## src/rtl/core/gda_pkg.sv

```systemverilog
// Shared types and constants of the Gregorian date unit.
`timescale 1ns / 1ps
package gda_pkg;

    localparam int YEAR_MAX = 9999;
    localparam int YEAR_W   = 14;
    localparam int SER_W    = 23;
    localparam int YEAR_LO  = 1900;
    localparam int YEAR_HI  = 2100;

    // Zero-based day count of YEAR_MAX-12-31
    localparam logic [SER_W-1:0] DATE_TOP = SER_W'(365 * (YEAR_MAX + 1) + (YEAR_MAX + 4) / 4
        - (YEAR_MAX + 100) / 100 + (YEAR_MAX + 400) / 400 - 1);

    typedef enum logic [1:0] {
        OP_SET  = 2'd0,
        OP_ADD  = 2'd1,
        OP_DIFF = 2'd2,
        OP_NONE = 2'd3
    } t_op;

    typedef struct packed {
        logic cap_in;
        logic arg_cur;
        logic set_cur;
        logic save_given;
        logic calc_diff;
        logic calc_t;
        logic srch_init;
        logic srch_step;
        logic arg_cand;
        logic arg_year;
        logic rem_init;
        logic mon_step;
        logic commit_add;
        logic out_load;
    } t_cmd;

    typedef struct packed {
        logic srch_last;
        logic mon_done;
    } t_sts;

endpackage

```

## src/rtl/core/gda_dby.sv

```systemverilog
// Two-stage unit: days before a year and the leap flag of that year.
`timescale 1ns / 1ps
module gda_dby (
    input  logic                      i_clk,
    input  logic [gda_pkg::YEAR_W-1:0] i_arg,
    output logic [gda_pkg::SER_W-1:0]  o_dby,
    output logic                      o_leap
);
    import gda_pkg::*;

    // floor(x/100) = (x * 5243) >> 19 for x below 43699
    localparam logic [12:0] RECIP100 = 13'd5243;
    localparam int          RSH      = 19;

    logic [14:0]       a100;
    logic [14:0]       a400;
    logic [14:0]       a4;
    logic [27:0]       prod100;
    logic [25:0]       prod400;
    logic [SER_W-1:0]  r_p365;
    logic [12:0]       r_c4;
    logic [8:0]        r_c100;
    logic [6:0]        r_c400;
    logic [YEAR_W-1:0] r_a1;
    logic              n_leap;

    always_comb begin
        a100    = 15'(i_arg) + 15'd99;
        a400    = 15'(i_arg) + 15'd399;
        a4      = 15'(i_arg) + 15'd3;
        prod100 = 28'(a100) * 28'(RECIP100);
        prod400 = 26'(a400[14:2]) * 26'(RECIP100);
    end

    always_ff @(posedge i_clk) begin
        r_p365 <= SER_W'(i_arg) * SER_W'(365);
        r_c4   <= a4[14:2];
        r_c100 <= prod100[RSH+8:RSH];
        r_c400 <= prod400[RSH+6:RSH];
        r_a1   <= i_arg;
    end

    // ceil(y/100)*100 == y marks a century year
    always_comb begin
        n_leap = (r_a1[1:0] == 2'b00)
            && !((16'(r_c100) * 16'd100 == 16'(r_a1))
                 && (16'(r_c400) * 16'd400 != 16'(r_a1)));
    end

    always_ff @(posedge i_clk) begin
        o_dby  <= r_p365 + SER_W'(r_c4) - SER_W'(r_c100) + SER_W'(r_c400);
        o_leap <= n_leap;
    end

endmodule

```

## src/rtl/core/gda_dp.sv

```systemverilog
// Datapath: stored date, clamping, serial arithmetic, year search and month walk.
`timescale 1ns / 1ps
module gda_dp (
    input  logic                i_clk,
    input  logic                i_rst_n,
    input  gda_pkg::t_cmd       i_cmd,
    input  logic [1:0]          i_op,
    input  logic [7:0]          i_day_in,
    input  logic [7:0]          i_month_in,
    input  logic [15:0]         i_year_in,
    input  logic signed [21:0]  i_day_delta,
    output gda_pkg::t_sts       o_sts,
    output logic [4:0]          o_day_out,
    output logic [3:0]          o_month_out,
    output logic [13:0]         o_year_out,
    output logic [8:0]          o_day_of_year,
    output logic signed [22:0]  o_days_diff,
    output logic                o_range_flag
);
    import gda_pkg::*;

    function automatic logic [4:0] f_mdays(input logic [3:0] m, input logic lp);
        logic [4:0] n;
        unique case (m)
            4'd2:                      n = lp ? 5'd29 : 5'd28;
            4'd4, 4'd6, 4'd9, 4'd11:   n = 5'd30;
            default:                   n = 5'd31;
        endcase
        return n;
    endfunction

    function automatic logic [8:0] f_mstart(input logic [3:0] m);
        logic [8:0] s;
        unique case (m)
            4'd2:    s = 9'd31;
            4'd3:    s = 9'd59;
            4'd4:    s = 9'd90;
            4'd5:    s = 9'd120;
            4'd6:    s = 9'd151;
            4'd7:    s = 9'd181;
            4'd8:    s = 9'd212;
            4'd9:    s = 9'd243;
            4'd10:   s = 9'd273;
            4'd11:   s = 9'd304;
            4'd12:   s = 9'd334;
            default: s = 9'd0;
        endcase
        return s;
    endfunction

    function automatic logic [8:0] f_ord(input logic [4:0] d, input logic [3:0] m,
                                         input logic lp);
        return f_mstart(m) + 9'(d) + ((m > 4'd2 && lp) ? 9'd1 : 9'd0);
    endfunction

    function automatic logic [4:0] f_clamp_day(input logic [7:0] d, input logic [4:0] lim);
        logic [4:0] r;
        if (d == 8'd0)          r = 5'd1;
        else if (d > 8'(lim))   r = lim;
        else                    r = d[4:0];
        return r;
    endfunction

    logic [YEAR_W-1:0]       r_arg;
    logic [YEAR_W-1:0]       n_arg;
    logic [SER_W-1:0]        dby;
    logic                    leap;
    logic [7:0]              r_gd;
    logic [3:0]              r_gm;
    logic [YEAR_W-1:0]       in_yy;
    logic [3:0]              in_mm;
    logic signed [21:0]      r_delta;
    logic [4:0]              r_cur_day;
    logic [3:0]              r_cur_month;
    logic [YEAR_W-1:0]       r_cur_year;
    logic                    r_cur_leap;
    logic [SER_W-1:0]        r_sg;
    logic signed [22:0]      r_diff;
    logic                    r_flag;
    logic [SER_W-1:0]        r_t;
    logic [YEAR_W-1:0]       r_y;
    logic [YEAR_W-1:0]       n_y;
    logic [3:0]              r_k;
    logic [3:0]              n_k;
    logic [YEAR_W-1:0]       cand;
    logic                    keep;
    logic [8:0]              r_rem;
    logic [3:0]              r_mon;
    logic                    r_yleap;
    logic [4:0]              g_day;
    logic [4:0]              rem_md;
    logic [SER_W-1:0]        ser_cur;
    logic signed [SER_W+1:0] t_raw;
    logic signed [SER_W:0]   d_raw;

    gda_dby u_dby (
        .i_clk  (i_clk),
        .i_arg  (r_arg),
        .o_dby  (dby),
        .o_leap (leap)
    );

    always_comb begin
        if (i_year_in < 16'(YEAR_LO))      in_yy = YEAR_W'(YEAR_LO);
        else if (i_year_in > 16'(YEAR_HI)) in_yy = YEAR_W'(YEAR_HI);
        else                               in_yy = i_year_in[YEAR_W-1:0];
        if (i_month_in == 8'd0)            in_mm = 4'd1;
        else if (i_month_in > 8'd12)       in_mm = 4'd12;
        else                               in_mm = i_month_in[3:0];
    end

    // Year search: one bit per pass, keep it while the count still fits
    always_comb begin
        cand = r_y | (YEAR_W'(1) << r_k);
        keep = (cand <= YEAR_W'(YEAR_MAX)) && (dby <= r_t);
        n_y  = r_y;
        n_k  = r_k;
        if (i_cmd.srch_init) begin
            n_y = '0;
            n_k = 4'(YEAR_W - 1);
        end else if (i_cmd.srch_step) begin
            n_y = keep ? cand : r_y;
            n_k = r_k - 4'd1;
        end
    end

    always_comb begin
        n_arg = r_arg;
        if (i_cmd.cap_in)
            n_arg = (t_op'(i_op) == OP_ADD) ? r_cur_year : in_yy;
        else if (i_cmd.arg_cur)
            n_arg = r_cur_year;
        else if (i_cmd.arg_cand)
            n_arg = n_y | (YEAR_W'(1) << n_k);
        else if (i_cmd.arg_year)
            n_arg = n_y;
    end

    always_comb begin
        g_day   = f_clamp_day(r_gd, f_mdays(r_gm, leap));
        ser_cur = dby + SER_W'(f_ord(r_cur_day, r_cur_month, r_cur_leap));
        t_raw   = $signed({2'b00, ser_cur}) - 25'sd1 + 25'(r_delta);
        d_raw   = $signed({1'b0, ser_cur}) - $signed({1'b0, r_sg});
        rem_md  = f_mdays(r_mon, r_yleap);
    end

    assign o_sts.srch_last = (r_k == 4'd0);
    assign o_sts.mon_done  = (r_mon == 4'd12) || (r_rem < 9'(rem_md));

    always_ff @(posedge i_clk) begin
        r_arg <= n_arg;
        r_y   <= n_y;
        r_k   <= n_k;
        if (i_cmd.cap_in) begin
            r_gd    <= i_day_in;
            r_gm    <= in_mm;
            r_delta <= i_day_delta;
            r_diff  <= '0;
            r_flag  <= 1'b0;
        end
        if (i_cmd.save_given)
            r_sg <= dby + SER_W'(f_ord(g_day, r_gm, leap));
        if (i_cmd.calc_diff) begin
            if (d_raw > 24'sd4194303)       r_diff <= 23'sh3FFFFF;
            else if (d_raw < -24'sd4194304) r_diff <= 23'sh400000;
            else                            r_diff <= d_raw[22:0];
        end
        // Saturate the new day count at both ends of the range
        if (i_cmd.calc_t) begin
            if (t_raw < 0) begin
                r_t    <= '0;
                r_flag <= 1'b1;
            end else if (t_raw > $signed({2'b00, DATE_TOP})) begin
                r_t    <= DATE_TOP;
                r_flag <= 1'b1;
            end else begin
                r_t <= t_raw[SER_W-1:0];
            end
        end
        if (i_cmd.rem_init) begin
            r_rem   <= 9'(r_t - dby);
            r_mon   <= 4'd1;
            r_yleap <= leap;
        end else if (i_cmd.mon_step) begin
            r_rem <= r_rem - 9'(rem_md);
            r_mon <= r_mon + 4'd1;
        end
        if (i_cmd.out_load) begin
            o_day_out     <= r_cur_day;
            o_month_out   <= r_cur_month;
            o_year_out    <= r_cur_year;
            o_day_of_year <= f_ord(r_cur_day, r_cur_month, r_cur_leap);
            o_days_diff   <= r_diff;
            o_range_flag  <= r_flag;
        end
    end

    // Clamped year of a set stays in the unit argument until the unit answers
    always_ff @(posedge i_clk) begin
        if (!i_rst_n) begin
            r_cur_day   <= 5'd1;
            r_cur_month <= 4'd1;
            r_cur_year  <= YEAR_W'(2000);
            r_cur_leap  <= 1'b1;
        end else if (i_cmd.set_cur) begin
            r_cur_day   <= g_day;
            r_cur_month <= r_gm;
            r_cur_year  <= r_arg;
            r_cur_leap  <= leap;
        end else if (i_cmd.commit_add) begin
            r_cur_day   <= 5'(r_rem + 9'd1);
            r_cur_month <= r_mon;
            r_cur_year  <= r_y;
            r_cur_leap  <= r_yleap;
        end
    end

endmodule

```

## src/rtl/core/gda_ctrl.sv

```systemverilog
// Controller: sequences the datapath through each date operation.
`timescale 1ns / 1ps
module gda_ctrl (
    input  logic          i_clk,
    input  logic          i_rst_n,
    input  logic          i_in_valid,
    input  logic [1:0]    i_op,
    output logic          o_in_ready,
    output logic          o_out_valid,
    input  logic          i_out_ready,
    output gda_pkg::t_cmd o_cmd,
    input  gda_pkg::t_sts i_sts
);
    import gda_pkg::*;

    typedef enum logic [3:0] {
        S_IDLE, S_W1, S_W2, S_SET, S_DGIV, S_DCUR, S_ACUR, S_SRCH, S_YEAR, S_MON, S_DONE
    } t_state;

    t_state r_state, n_state;
    t_state r_ret, n_ret;
    logic   r_out_valid;

    assign o_in_ready  = (r_state == S_IDLE);
    assign o_out_valid = r_out_valid;

    always_comb begin
        n_state = r_state;
        n_ret   = r_ret;
        o_cmd   = '0;
        unique case (r_state)
            S_IDLE: begin
                if (i_in_valid) begin
                    o_cmd.cap_in = 1'b1;
                    n_state      = S_W1;
                    unique case (t_op'(i_op))
                        OP_SET:  n_ret = S_SET;
                        OP_ADD:  n_ret = S_ACUR;
                        OP_DIFF: n_ret = S_DGIV;
                        OP_NONE: n_state = S_DONE;
                    endcase
                end
            end
            S_W1: n_state = S_W2;
            S_W2: n_state = r_ret;
            S_SET: begin
                o_cmd.set_cur = 1'b1;
                n_state       = S_DONE;
            end
            S_DGIV: begin
                o_cmd.save_given = 1'b1;
                o_cmd.arg_cur    = 1'b1;
                n_ret            = S_DCUR;
                n_state          = S_W1;
            end
            S_DCUR: begin
                o_cmd.calc_diff = 1'b1;
                n_state         = S_DONE;
            end
            S_ACUR: begin
                o_cmd.calc_t    = 1'b1;
                o_cmd.srch_init = 1'b1;
                o_cmd.arg_cand  = 1'b1;
                n_ret           = S_SRCH;
                n_state         = S_W1;
            end
            S_SRCH: begin
                o_cmd.srch_step = 1'b1;
                n_state         = S_W1;
                if (i_sts.srch_last) begin
                    o_cmd.arg_year = 1'b1;
                    n_ret          = S_YEAR;
                end else begin
                    o_cmd.arg_cand = 1'b1;
                end
            end
            S_YEAR: begin
                o_cmd.rem_init = 1'b1;
                n_state        = S_MON;
            end
            S_MON: begin
                if (i_sts.mon_done) begin
                    o_cmd.commit_add = 1'b1;
                    n_state          = S_DONE;
                end else begin
                    o_cmd.mon_step = 1'b1;
                end
            end
            S_DONE: begin
                // hold the word until the output register is free
                if (!r_out_valid || i_out_ready) begin
                    o_cmd.out_load = 1'b1;
                    n_state        = S_IDLE;
                end
            end
            default: n_state = S_IDLE;
        endcase
    end

    always_ff @(posedge i_clk) begin
        if (!i_rst_n) begin
            r_state     <= S_IDLE;
            r_ret       <= S_IDLE;
            r_out_valid <= 1'b0;
        end else begin
            r_state <= n_state;
            r_ret   <= n_ret;
            if (o_cmd.out_load)
                r_out_valid <= 1'b1;
            else if (i_out_ready)
                r_out_valid <= 1'b0;
        end
    end

endmodule

```

## src/rtl/core/gregorian_date_arithmetic.sv

```systemverilog
// Top level of the Gregorian date unit: stream ports, controller and datapath.
//
//  channel | direction | tdata (low bit up)                           | tuser
//  s_axis  | in        | day_in 8, month_in 8, year_in 16, day_delta 22 | op 2
//  m_axis  | out       | day_out 5, month_out 4, year_out 14,           | range_flag 1
//          |           | day_of_year 9, days_diff 23                    |
//
// One word at a time. Set and diff take short paths to a result, add the longest:
// the year of the new day count is found bit by bit, 14 passes through the
// day-count unit, then a walk over the months of that year.
// The next word is taken as soon as the result sits in the output register.
// Synchronous reset loads 2000-01-01; a stalled output holds its word.
`timescale 1ns / 1ps
module gregorian_date_arithmetic (
    input  logic        i_clk,
    input  logic        i_rst_n,
    input  logic        s_axis_tvalid,
    output logic        s_axis_tready,
    input  logic [55:0] s_axis_tdata,   // day_in, month_in, year_in, day_delta
    input  logic [1:0]  s_axis_tuser,   // op
    output logic        m_axis_tvalid,
    input  logic        m_axis_tready,
    output logic [55:0] m_axis_tdata,   // day_out, month_out, year_out, day_of_year, days_diff
    output logic        m_axis_tuser    // range_flag
);
    import gda_pkg::*;

    t_cmd               cmd;
    t_sts               sts;
    logic [4:0]         day_out;
    logic [3:0]         month_out;
    logic [13:0]        year_out;
    logic [8:0]         day_of_year;
    logic signed [22:0] days_diff;

    gda_ctrl u_ctrl (
        .i_clk       (i_clk),
        .i_rst_n     (i_rst_n),
        .i_in_valid  (s_axis_tvalid),
        .i_op        (s_axis_tuser),
        .o_in_ready  (s_axis_tready),
        .o_out_valid (m_axis_tvalid),
        .i_out_ready (m_axis_tready),
        .o_cmd       (cmd),
        .i_sts       (sts)
    );

    gda_dp u_dp (
        .i_clk         (i_clk),
        .i_rst_n       (i_rst_n),
        .i_cmd         (cmd),
        .i_op          (s_axis_tuser),
        .i_day_in      (s_axis_tdata[7:0]),
        .i_month_in    (s_axis_tdata[15:8]),
        .i_year_in     (s_axis_tdata[31:16]),
        .i_day_delta   ($signed(s_axis_tdata[53:32])),
        .o_sts         (sts),
        .o_day_out     (day_out),
        .o_month_out   (month_out),
        .o_year_out    (year_out),
        .o_day_of_year (day_of_year),
        .o_days_diff   (days_diff),
        .o_range_flag  (m_axis_tuser)
    );

    assign m_axis_tdata = {1'b0, days_diff, day_of_year, year_out, month_out, day_out};

endmodule

```

## config.mk

```make
export PLATFORM = sky130hd
export DESIGN_NAME = gregorian_date_arithmetic
export DESIGN_NICKNAME = d
export VERILOG_FILES = /design/src/rtl/core/gda_pkg.sv /design/src/rtl/core/gda_dby.sv /design/src/rtl/core/gda_dp.sv /design/src/rtl/core/gda_ctrl.sv /design/src/rtl/core/gregorian_date_arithmetic.sv
export SDC_FILE = /design/constraint.sdc
export NUM_CORES = 1
export LEC_CHECK = 0
export BUFFER_PORTS_ARGS = -buffer_cell sky130_fd_sc_hd__buf_2
export CORE_MARGIN = 5
export CORE_UTILIZATION = 49
export CTS_CLUSTER_SIZE = 28
export DETAILED_ROUTE_END_ITERATION = 8
export PLACE_DENSITY_LB_ADDON = 0.15
export SYNTH_ARGS = -nofsm -noshare
export SYNTH_HDL_FRONTEND = slang
export SYNTH_SLANG_ARGS = --single-unit
export TNS_END_PERCENT = 10
```

## constraint.sdc

```tcl
create_clock -name i_clk -period 7.6 [get_ports i_clk]
set_input_delay 0.38 -clock i_clk [delete_from_list [all_inputs] [get_ports i_clk]]
set_output_delay 0.38 -clock i_clk [all_outputs]
set_load 0.01 [all_outputs]
```

# [Word level (Yosys, flattened, before mapping)]
# Memories as Yosys holds them, arrays and structs flattened. A register that Yosys moved wholly into a read port is not among the register bits.
# Cells that the tools add are included.
[word_totals] ff_bits=329 romBits=432 input_bits=62 output_inout_bits=59 wordCells=216 n_memories=3
[memory_table] name="(name not given)" words=16 word_bits=9 read_ports=1 rd_ports_with_merged_regs=0 wr=0 line="gda_dp.sv:34" text="unique case (m)"
[memory_table] name="(name not given)" words=16 word_bits=9 read_ports=1 rd_ports_with_merged_regs=1 wr=0 line="gda_dp.sv:34"
[memory_table] name="(name not given)" words=16 word_bits=9 read_ports=1 rd_ports_with_merged_regs=1 wr=0 line="gda_dp.sv:34"
[op_classes] n_addsub=22 multipliers=5 magnitude_cmp=13 eq_ne=31 shifts=2 mux=74 bitwise=2 n_reduce_logical=29
[ops] operator="two-way mux 14 bit" n=12
[ops] operator="two-way mux 23 bit" n=4
[ops] operator="two-way mux 4 bit" n=15
[ops] operator="adder 23 x 9 -> 23 bit" n=2
[ops] operator="two-way mux 9 bit" n=4
[ops] operator="equality test 4 x 3 -> 1 bit (second input constant)" n=8
[ops] operator="equality test 4 bit (second input constant)" n=8
[ops] operator="case mux 4 bit (8 select lines)" n=1
[ops] operator="multiplier 15 x 13 -> 28 bit (second input constant)" n=1
[ops] operator="bitwise OR 14 bit" n=2
[ops] operator="<< shifter 1 x 4 -> 14 bit (first input constant)" n=2
[ops] operator="adder 9 x 5 -> 9 bit" n=3
[ops] operator="multiplier 13 x 13 -> 26 bit (second input constant)" n=1
[ops] operator="two-way mux 1 bit" n=26
[ops] operator="adder 24 x 22 -> 25 bit" n=1
[ops] operator="> comparator 25 x 23 -> 1 bit (second input constant)" n=1
[ops] operator="< comparator 25 x 1 -> 1 bit (second input constant)" n=1
[ops] operator="> comparator 24 x 23 -> 1 bit (second input constant)" n=1
[ops] operator="< comparator 24 x 23 -> 1 bit (second input constant)" n=1
[ops] operator="subtractor 23 x 1 -> 24 bit (second input constant)" n=1
[ops] operator="subtractor 23 x 23 -> 24 bit" n=1
[ops] operator="adder 23 x 13 -> 23 bit" n=1
[ops] operator="adder 23 x 7 -> 23 bit" n=1
[ops] operator="less-or-equal comparator 23 bit" n=1
[ops] operator="50 further kinds" n=79

# [Depth between registers and ports, before layout]
# Gate-level depths: netlist (run 1).
[depth] depth_word=11 mapped_depth=35 mapped_depth_nobuf=34

# [Modules after synthesis]
# A second synthesis (run 1) with hierarchy kept.
[hier_totals] hier_cells=3269 area_unflattened_um2=31556.5
[by_module_without_submodules] mod="gda_dp" n_inst=1 cells_each=1574 area_per_inst_um2=15763.9 seq_area_each_um2=6616.3
[by_module_without_submodules] mod="gda_dby" n_inst=1 cells_each=1595 area_per_inst_um2=14949.3 seq_area_each_um2=1761.7
[by_module_without_submodules] mod="gda_ctrl" n_inst=1 cells_each=98 area_per_inst_um2=832.0 seq_area_each_um2=180.2
[by_module_without_submodules] mod="gregorian_date_arithmetic" n_inst=1 cells_each=2 area_per_inst_um2=11.3 seq_area_each_um2=0.0

# [Worst setup path after synthesis (run 1)]
# Ideal clock, no wire load.
[synth_timing] path_kind="register to register" start="register u_dp.r_cur_month[1]" end="register u_dp.r_t[3], data pin" setup_ns=0.156 arrival_ns=6.831 required_time_ns=7.444 path_slack_ns=0.614 path_stages_with_launch=33 n_path_buf=3 synth_period_minus_slack_ns=6.986 path_cell_list="dfxtp_1 > a211o_1 > nand2_1 > fa_1 > fa_1 > nor2_1 > o21ai_0 > nand2b_1 > a21o_1 > nand2_1 > xnor2_1 > ha_1 > buf_2 > clkbuf_1 > nand3b_1 > o221ai_1 > a211oi_4 > nor2b_1 > nand4_1 > nor2_1 > nand2_1 > xnor2_1 > ha_1 > and4_1 > or3b_2 > a31oi_2 > mux2_2 > o21ai_0 > o21ai_0 > or4_1 > a31o_2 > clkbuf_1 > a21oi_1"
[synth_via] elab_chain_len=9 elab_cells_between_ends=10 cone_classes="4 x add/sub; 3 x order compare; 2 x mux; 1 x reduce/logical"
[synth_rtl] item="from (decl)" line="gda_dp.sv:74" text="logic [3:0] r_cur_month;"
[synth_rtl] item="from (signal assigned)" line="gda_dp.sv:207" text="r_cur_month <= r_gm;"
[synth_rtl] item="from (signal assigned)" line="gda_dp.sv:212" text="r_cur_month <= r_mon;"
[synth_rtl] item="> comparator 4 x 2 -> 1 bit (*)" line="gda_dp.sv:53" text="return f_mstart(m) + 9'(d) + ((m > 4'd2 && lp) ? 9'd1 : 9'd0);"
[synth_rtl] item="logical AND 1 bit (*)" line="gda_dp.sv:53"
[synth_rtl] item="two-way mux 1 bit (*)" line="gda_dp.sv:53"
[synth_rtl] item="adder 9 x 1 -> 9 bit (*)" line="gda_dp.sv:53"
[synth_rtl] item="adder 23 x 9 -> 23 bit (*)" line="gda_dp.sv:141" text="ser_cur = dby + SER_W'(f_ord(r_cur_day, r_cur_month, r_cur_leap));"
[synth_rtl] item="subtractor 23 x 1 -> 24 bit (*)" line="gda_dp.sv:142" text="t_raw = $signed({2'b00, ser_cur}) - 25'sd1 + 25'(r_delta);"
[synth_rtl] item="adder 24 x 22 -> 25 bit (*)" line="gda_dp.sv:142"
[synth_rtl] item="> comparator 25 x 23 -> 1 bit" line="gda_dp.sv:173" text="end else if (t_raw > $signed({2'b00, DATE_TOP})) begin"
[synth_rtl] item="two-way mux 22 bit" line="gda_dp.sv:173"
[synth_rtl] item="to (signal assigned)" line="gda_dp.sv:177" text="r_t <= t_raw[SER_W-1:0];"
[synth_rtl] item="to (decl)" line="gda_dp.sv:80" text="logic [SER_W-1:0] r_t;"
# Every way passes the cells marked *; elsewhere a longest branch is shown, timed or not.
# A chain may end at the register's enable or synchronous reset.

# [Final worst setup path (run 1)]
[layout_timing] start="register u_dp.r_cur_month[0]" end="register u_dp.r_t[5], data pin"
[layout_via] elab_chain_len=9 elab_cells_between_ends=10 cone_classes="4 x add/sub; 3 x order compare; 1 x mux; 2 x reduce/logical"
[layout_rtl] item="> comparator 4 x 2 -> 1 bit (*)" line="gda_dp.sv:53"
[layout_rtl] item="logical AND 1 bit (*)" line="gda_dp.sv:53"
[layout_rtl] item="two-way mux 1 bit (*)" line="gda_dp.sv:53"
[layout_rtl] item="adder 9 x 1 -> 9 bit (*)" line="gda_dp.sv:53"
[layout_rtl] item="adder 23 x 9 -> 23 bit (*)" line="gda_dp.sv:141"
[layout_rtl] item="subtractor 23 x 1 -> 24 bit (*)" line="gda_dp.sv:142"
[layout_rtl] item="adder 24 x 22 -> 25 bit (*)" line="gda_dp.sv:142"
[layout_rtl] item="> comparator 25 x 23 -> 1 bit / < comparator 25 x 1 -> 1 bit (equally long branches)" line="gda_dp.sv:173, gda_dp.sv:170"
[layout_rtl] item="OR reduction 2 bit (no source line)"
# Marked as above.

==> results of run 1 <==
[worst max-delay path: cells and delay by family, from the launching register on]
family                   cells  cell delay, ps
AO/OA/AOI/OAI                9            1280
XOR/XNOR                     3             450
adder cells (fa/ha/maj)      4            1510
buffers and inverters        1             180
flip-flops                   1             370
AND/OR/NAND/NOR             15            3230
[synthesized netlist by cell type, drive strengths merged, types with 17 or more instances]
library cell | n | area, um^2
nor2 | 174 | 653
inv | 546 | 2050
a21oi | 153 | 769
xnor2 | 171 | 1510
o211ai | 17 | 128
nand4 | 26 | 163
nand2b | 32 | 200
nand2 | 170 | 638
fa | 204 | 4080
xor2 | 90 | 788
edfxtp | 183 | 5500
and3 | 28 | 175
nand3 | 62 | 315
dfxtp | 153 | 3060
nor2b | 47 | 294
ha | 469 | 5870
a31oi | 32 | 206
o21ai | 143 | 764
clkbuf | 59 | 221
nor3 | 35 | 175
o21a | 21 | 158
nor4 | 18 | 113
a21o | 59 | 443
mux2i | 33 | 330
buf | 20 | 119
[routing by layer]
metal  share of wire [%]  vias to the layer above  track usage (%)
met4                 3.1                        0             5.71
met5                   0                        -                0
met2                  51                      376             38.1
li1                    -                    11100                -
met1                  43                    10900             26.5
met3                 3.3                       95             1.93
[sequential cells by signal, indices dropped and copies added, names as in the netlist, 9 cells and up, named ones only]
name and flops:
u_dp.o_day_of_year 9, u_dp.r_diff 23, u_dp.r_rem 9, u_dp.r_t 23, u_dp.o_year_out 14, u_dp.u_dby.o_dby 23
u_dp.u_dby.r_c100 9, u_dp.o_days_diff 23, u_dp.r_delta 22, u_dp.u_dby.r_a1 14, u_dp.r_cur_year 14, u_dp.r_sg 23
u_dp.r_arg 14, u_dp.r_y 14, u_dp.u_dby.r_p365 21, u_dp.u_dby.r_c4 13
[cell families (layout without fill, tap and decap cells)]
kind of cell | count (synthesis) | count (layout) | synth area share (%)
buffers and inverters | 628 | 821 | 7.78
and+or+nand+nor | 673 | 673 | 10.8
muxes | 38 | 38 | 1.34
DFF | 336 | 336 | 27.7
other | 1 | 2 | 0.0122
AOI/OAI and AO/OA | 571 | 572 | 12.2
xor gates and xnor gates | 264 | 264 | 7.65
adders and majority gates | 680 | 680 | 32.5
[what timing repair did]
action	CTS	global route
setup endpoints to repair	1	21
hold buffers	30	0
endpoints found under the hold margin	30	0
gates cloned	0	1
buffers inserted	0	7
pin swaps	0	5
gates resized for setup	1	24
[how the worst min path moves through the flow]
stage | slack (ps) | start | end | cells after the start
floorplan | 400 | u_dp.r_arg[10] | u_dp.u_dby.r_a1[10] | 0
global placement | 400 | u_dp.r_diff[7] | u_dp.o_days_diff[7] | 0
detailed placement | 400 | u_dp.r_diff[13] | u_dp.o_days_diff[13] | 0
CTS | 80 | s_axis_tdata[11] | u_dp.r_gm[3] | 2
global route | 110 | s_axis_tdata[11] | u_dp.r_gm[3] | 2
finish | 110 | s_axis_tdata[11] | u_dp.r_gm[3] | 2
[metrics by stage]
step / util, % / worst slack, ps / hold slack, ps
after detailed placement: 51.9 / 68.8 / 405
after CTS: 54.5 / 45.1 / 80.9
after global routing: 54.8 / -99.7 / 108
after global placement: 51.9 / 209 / 401
final: 54.8 / 280 / 114
after floorplan: - / 614 / 400
[final cells by class]
class / count / area, um^2
Clock buffer: 43 / 991
Clock inverter: 27 / 377
Fill cell: 5603 / 28300
Inverter: 549 / 2060
Multi-Input combinational cell: 2229 / 20100
Sequential cell: 336 / 8560
Tap cell: 846 / 1060
Timing Repair Buffer: 202 / 1300
==> reports/metrics.cfg, run 1 <==
[drt]
ant_nets = 0
drt_iter0_drc = 1126
wirelength_um = 71200
viasPerCell = 5.31
dr.pass1.iters = 7
drc = 0
via_count = 22500
post_drt_wl_per_cell_um = 16.8

[worst_setup_path]
cp-endpoint = u_dp.r_t[5]
critPathMaxStageDelay_ps = 550
startpoint_type = register
required_ps = 7880
reg2reg_slack_ps = 280
worstSetupPathType = reg2reg
cp_common_cell = nor2_1
cp_max_fo = 10
r2r_cells = 32
r2r-start = u_dp.r_cur_month[0]
cp.arrival_ps = 7600
regToRegEndpoint = u_dp.r_t[5]
startpoint = u_dp.r_cur_month[0]
end_kind = register
worst_path_max_delay_cell = or4_4

[outcome]
run_status = completed

[synthesis]
synth_seq_cells = 336
ys_types = 97
async_flop_share_pct = 0
yosysSeqAreaShare_pct = 27.7
synth_area_per_cell_um2 = 9.67
synth_cells = 3191
synth-edff-count = 183
syn_area_mm2 = 0.0309
synthFlopType = edfxtp_1
ys_warn_count = 0

[final_layout]
final_common_cell = inv_1
antennaDiodeCount = 0
fin_cells = 4232
final_cell_mix = 545 x inv_1, 467 x ha_1, 203 x fa_1
num-nets-final = 4091
drive_above_1_share_pct = 9.30
area_delta_synth_final_pct = 11.5
final_area_mm2 = 0.0344

[clocking]
cts.path.max_buffers = 3
cts_tree = yes
htree_num_levels = 2
path_clk_slew_ps = 60
clk_latency_ps = 570
cts-root-buf = clkbuf_16
clock_sinks = 336
cts_buffers = 38

[timing]
period_share_pct = 96.3
relSlewSlack_pct = 32.4
setup-tns-final_ps = 0
hold_viol = 0
finalMaxSlewViolations = 0
tightest_slew_ps = 1010
finClkSkew_ps = 33.1
clock.fmax_mhz = 137
setup_viol = 0
fin_crit_ps = 7320
rsz0062_at_grt = yes

[die]
die_area_mm2 = 0.0681
die_h_um = 261
fp.coreArea_mm2 = 0.0627
core.rowCount = 92
io_pins = 121
initial_core_util_pct = 49.2
dieWidth_um = 261

[global_routing]
antenna_found_initial = 0
grt_use_total_pct = 20.8
grt_pass1_vias = 23200
overflow = 0
grt_pass1_wl_um = 116000
grt_max_degree = 49

[place]
port_buffers = 117
place_congestion = 0.915
hpwl_um = 57800
dp.cells = 4124
placed_area_mm2 = 0.0325

[worst_hold_path]
min_path_type = in2reg

[job]
drv_cap = 0

Power of run 1 is left out: the tool's default activity adds up to more than one toggle a clock period on the data nets, which glitch-free logic cannot reach.
==> run 2, diff against run 1 <==
--- a/config.mk
+++ b/config.mk
@@ -6,6 +6,7 @@
 export NUM_CORES = 1
 export LEC_CHECK = 0
 export BUFFER_PORTS_ARGS = -buffer_cell sky130_fd_sc_hd__buf_2
+export CORE_ASPECT_RATIO = 1.1
 export CORE_MARGIN = 5
 export CORE_UTILIZATION = 49
 export CTS_CLUSTER_SIZE = 28
==> run 2 against run 1 <==
Compared with the run above:
- clock skew decreased by 5.0 ps
- cell count decreased by 0.21%
- global-route usage increased by 0.32 points
- setup slack improved by 96 ps
- routed wire length increased by 2.9%
- maximum frequency increased by 1.3%
- die area about the same
- design area decreased by 0.42%
- sequential cell count unchanged
- non-clock buffer count increased by 4
- via count decreased by 0.35%
- highest routed layer unchanged
==> reports/metrics.cfg, run 2 (synthesized netlist as in run 1, its figures left out) <==
[outcome]
run_status = completed

[clocking]
cts-root-buf = clkbuf_16
clk_latency_ps = 570
cts_tree = yes
clock_sinks = 336
cts.path.max_buffers = 3
cts_buffers = 38
htree_num_levels = 2
path_clk_slew_ps = 60

[final_layout]
final_cell_mix = 545 x inv_1, 467 x ha_1, 202 x fa_1
area_delta_synth_final_pct = 11.0
final_common_cell = inv_1
num-nets-final = 4095
drive_above_1_share_pct = 9.38
antennaDiodeCount = 0

[drt]
drc = 0
viasPerCell = 5.30
dr.pass1.iters = 5
ant_nets = 0
drt_iter0_drc = 982
wirelength_um = 73200
post_drt_wl_per_cell_um = 17.3
via_count = 22400

[job]
drv_cap = 0

[worst_setup_path]
cp_max_fo = 9
cp.arrival_ps = 7530
worstSetupPathType = reg2reg
startpoint_type = register
end_kind = register
critPathMaxStageDelay_ps = 430
required_ps = 7910
worst_path_max_delay_cell = a2111oi_0
r2r-start = u_dp.r_cur_month[1]
startpoint = u_dp.r_cur_month[1]

[timing]
relSlewSlack_pct = 30.3
fin_crit_ps = 7220
clock.fmax_mhz = 138
setup_viol = 0
tightest_slew_ps = 1040
finClkSkew_ps = 28.1
period_share_pct = 95.1
hold_viol = 0
finalMaxSlewViolations = 0
setup-tns-final_ps = 0

[die]
initial_core_util_pct = 49.4
die_area_mm2 = 0.0681
dieWidth_um = 249
fp.coreArea_mm2 = 0.0625
die_h_um = 273
io_pins = 121
core.rowCount = 96

[global_routing]
overflow = 0
grt_pass1_vias = 23300
grt_use_met3_pct = 2.14
antenna_found_initial = 0
use_met1_pct = 25.3
use_met2_pct = 40.1
grt_pass1_wl_um = 118000
busiest_layer = met2
grt_use_total_pct = 21.2
grt_max_degree = 42

[place]
place_congestion = 0.904
hpwl_um = 59700
port_buffers = 117

[worst_hold_path]
worstHoldStart = s_axis_tdata[11]
min_path_type = in2reg

[run 2: cell count changes in the layout (fill, tap and decap cells not counted), moves of 3 or more]
cell,delta
clkinv_1,-3
clkinv_2,+7
clkinvlp_4,-3
bufinv_16,-7
clkbuf_1,+3
buf_4,+4
clkbuf_8,+5
[run 2: area by class of cell]
| class | instances | area (um^2) |
|---|---|---|
| Clock inverter | 19 | 146 |
| Tap cell | 833 | 1040 |
| Clock buffer | 51 | 1070 |
| Timing Repair Buffer | 206 | 1330 |
| Inverter | 549 | 2060 |
| Fill cell | 5639 | 28200 |
| Multi-Input combinational cell | 2229 | 20000 |
| Sequential cell | 336 | 8560 |
[run 2: worst max-delay path: cells and delay by family (launching register included)]
kind                     cells  cell delay [ps]
flip-flops                   1              330
buffers and inverters        3              300
AND/OR/NAND/NOR             11             2300
AO/OA/AOI/OAI               14             2750
XOR/XNOR                     2              430
adder cells (fa/ha/maj)      3              880
[run 2: worst paths after layout]
check | end | slack (ps) | cells after the start
min reg2reg | u_dp.o_days_diff[20] | 420 | 0
min | u_dp.r_gm[3] | 100 | 2
max | u_dp.r_t[14] | 380 | 33
max reg2reg | u_dp.r_t[14] | 380 | 33
[run 2: what timing repair did]
item | in CTS | in global routing
resized for setup | 0 | 23
setup buffers | 0 | 2
endpoints found under the setup margin | 0 | 21
endpoints found under the hold margin | 30 | 0
hold buffers | 30 | 0
[run 2: per-stage QoR]
| step | util (%) | instances | setup WS (ps) | hold slack, ps | instance area [um^2] |
|---|---|---|---|---|---|
| 4_1_cts | 54.6 | 4220 | 83.5 | 78.8 | 34100 |
| 5_1_grt | 54.8 | 4223 | -57.3 | 111 | 34300 |
| 6_report | 54.8 | 4223 | 376 | 103 | 34300 |
| 2_1_floorplan | - | 3192 | 614 | 400 | 30900 |
| 3_3_place_gp | 52.2 | 4120 | 254 | 401 | 32600 |
| 3_5_place_dp | 52.2 | 4120 | 114 | 406 | 32600 |
[run 2: layer usage]
metal / vias to the layer above / routed length [um]
li1: 11200 / -
met1: 10800 / 30600
met2: 334 / 38000
met3: 102 / 2000
met4: 0 / 2570
met5: - / 0
Power of run 2 is left out for the same reason.
==> run 3, diff against run 2 <==
--- a/config.mk
+++ b/config.mk
@@ -6,9 +6,11 @@
 export NUM_CORES = 1
 export LEC_CHECK = 0
 export BUFFER_PORTS_ARGS = -buffer_cell sky130_fd_sc_hd__buf_2
+export CELL_PAD_IN_SITES_DETAIL_PLACEMENT = 2
+export CELL_PAD_IN_SITES_GLOBAL_PLACEMENT = 2
 export CORE_ASPECT_RATIO = 1.1
 export CORE_MARGIN = 5
-export CORE_UTILIZATION = 49
+export CORE_UTILIZATION = 42
 export CTS_CLUSTER_SIZE = 28
 export DETAILED_ROUTE_END_ITERATION = 8
 export PLACE_DENSITY_LB_ADDON = 0.15
==> run 3 against run 2 <==
Compared with the run above:
- design area up 1.4%
- cell count increased by 3.4%
- clock-buffer cell count did not move
- sequential share of layout area decreased by 0.33 points
- utilization shrank 7.3 points
- routed wire length is 35% higher
- critical path depth fell by 1
- clock skew fell by 3.0 ps
- first-iteration DRC count shrank 13%
- critical endpoint is now u_dp.r_t[9]
- largest cell class unchanged
- highest routed layer unchanged
==> reports/metrics.cfg, run 3 (synthesized netlist as in run 1, its figures left out) <==
[die]
core.rowCount = 104
die_h_um = 294
fp.coreArea_mm2 = 0.0730
io_pins = 121
die_area_mm2 = 0.0790
initial_core_util_pct = 42.3
dieWidth_um = 268

[drt]
dr.pass1.iters = 5
viasPerCell = 5.44
drc = 0
ant_nets = 0
via_count = 23800
wirelength_um = 98900
drt_iter0_drc = 852
post_drt_wl_per_cell_um = 22.6

[worst_setup_path]
worstSetupPathType = reg2reg
startpoint_type = register
end_kind = register
required_ps = 8020
cp.arrival_ps = 7880
cp_top_family = compound AO/OA/AOI/OAI gates
worst_path_max_delay_cell = fa_2
crit_buf_inv = 4
critPathMaxStageDelay_ps = 420
cp_max_fo = 5
reg2reg_slack_ps = 140
cp_common_cell = buf_4

[final_layout]
final_area_mm2 = 0.0347
seqCellArea_mm2 = 0.00856
final_cell_mix = 545 x inv_1, 469 x ha_1, 202 x fa_1
area_delta_synth_final_pct = 12.5
multiInputGateArea_mm2 = 0.0201
final_common_cell = inv_1
fill_cells = 7731
num-nets-final = 4117
antennaDiodeCount = 0
drive_above_1_share_pct = 10.2

[clocking]
htree_num_levels = 2
cts-root-buf = clkbuf_16
clk_latency_ps = 590
clock_sinks = 336
cts_tree = yes
path_clk_slew_ps = 60
cts_buffers = 41
cts.path.max_buffers = 3

[timing]
finClkSkew_ps = 25.1
hold_viol = 0
finalMaxSlewViolations = 0
relSlewSlack_pct = 29.8
clock.fmax_mhz = 134
fin_ws_ps = 137
fin_crit_ps = 7460
tightest_slew_ps = 1050
whs_ps = 98.6
setup-tns-final_ps = 0
setup_viol = 0
period_share_pct = 98.2

[global_routing]
antenna_found_initial = 0
grt_use_total_pct = 24.6
grt_pass1_vias = 27900
grt_max_degree = 42
grt_pass1_wl_um = 154000
overflow = 0

[place]
hpwl_um = 79000
port_buffers = 117
place_congestion = 0.899
placed_area_mm2 = 0.0328
pre_cts_slack_ps = -214

[outcome]
run_status = completed

[worst_hold_path]
min_path_type = in2reg

[job]
drv_cap = 0

## run 3: worst paths after layout
check                       from                    to  cells after the start
max          u_dp.r_cur_month[1]           u_dp.r_t[9]                     32
min             s_axis_tdata[10]          u_dp.r_gm[2]                      2
max reg2reg  u_dp.r_cur_month[1]           u_dp.r_t[9]                     32
min reg2reg      u_dp.r_diff[21]  u_dp.o_days_diff[21]                      0
## run 3: repair_timing
item | 4_1_cts | 5_1_grt
hold buffers | 30 | 0
gates cloned | 0 | 2
pin swaps | 1 | 15
endpoints found under the hold margin | 30 | 0
buffers inserted | 1 | 16
resized for setup | 6 | 33
setup endpoints to repair | 19 | 20
## run 3: final cells by class
| cell class | instances | area share, % |
|---|---|---|
| Clock inverter | 24 | 0.605 |
| Tap cell | 954 | 3.44 |
| Multi-Input combinational cell | 2230 | 57.9 |
| Inverter | 549 | 5.93 |
| Sequential cell | 336 | 24.7 |
| Timing Repair Buffer | 224 | 4.22 |
| Clock buffer | 51 | 3.27 |
## run 3: layer usage
| layer | up-vias | part of all wire [%] | global-route usage, % | routed length (um) |
|---|---|---|---|---|
| li1 | 11200 | - | - | - |
| met1 | 12100 | 39 | 27.3 | 38800 |
| met2 | 321 | 56 | 49.4 | 55000 |
| met3 | 149 | 2.2 | 2.34 | 2180 |
| met4 | 0 | 3.0 | 6.51 | 2990 |
| met5 | - | 0 | 0 | 0 |
## run 3: worst register-to-register path: cells and delay by family (launching register included)
family,cells,cell delay [ps]
AND/OR/NAND/NOR,9,1470
multiplexers,1,370
buffers and inverters,4,680
adder cells (fa/ha/maj),4,1460
XOR/XNOR,3,510
flip-flops,1,350
AO/OA/AOI/OAI,11,2450
## run 3: per-stage QoR
stage,instances,util [%]
after floorplan,3192,-
after global placement,4244,44.9
after detailed placement,4244,44.9
after CTS,4350,47.2
after global routing,4368,47.6
final,4368,47.6
Power of run 3 is left out for the same reason.
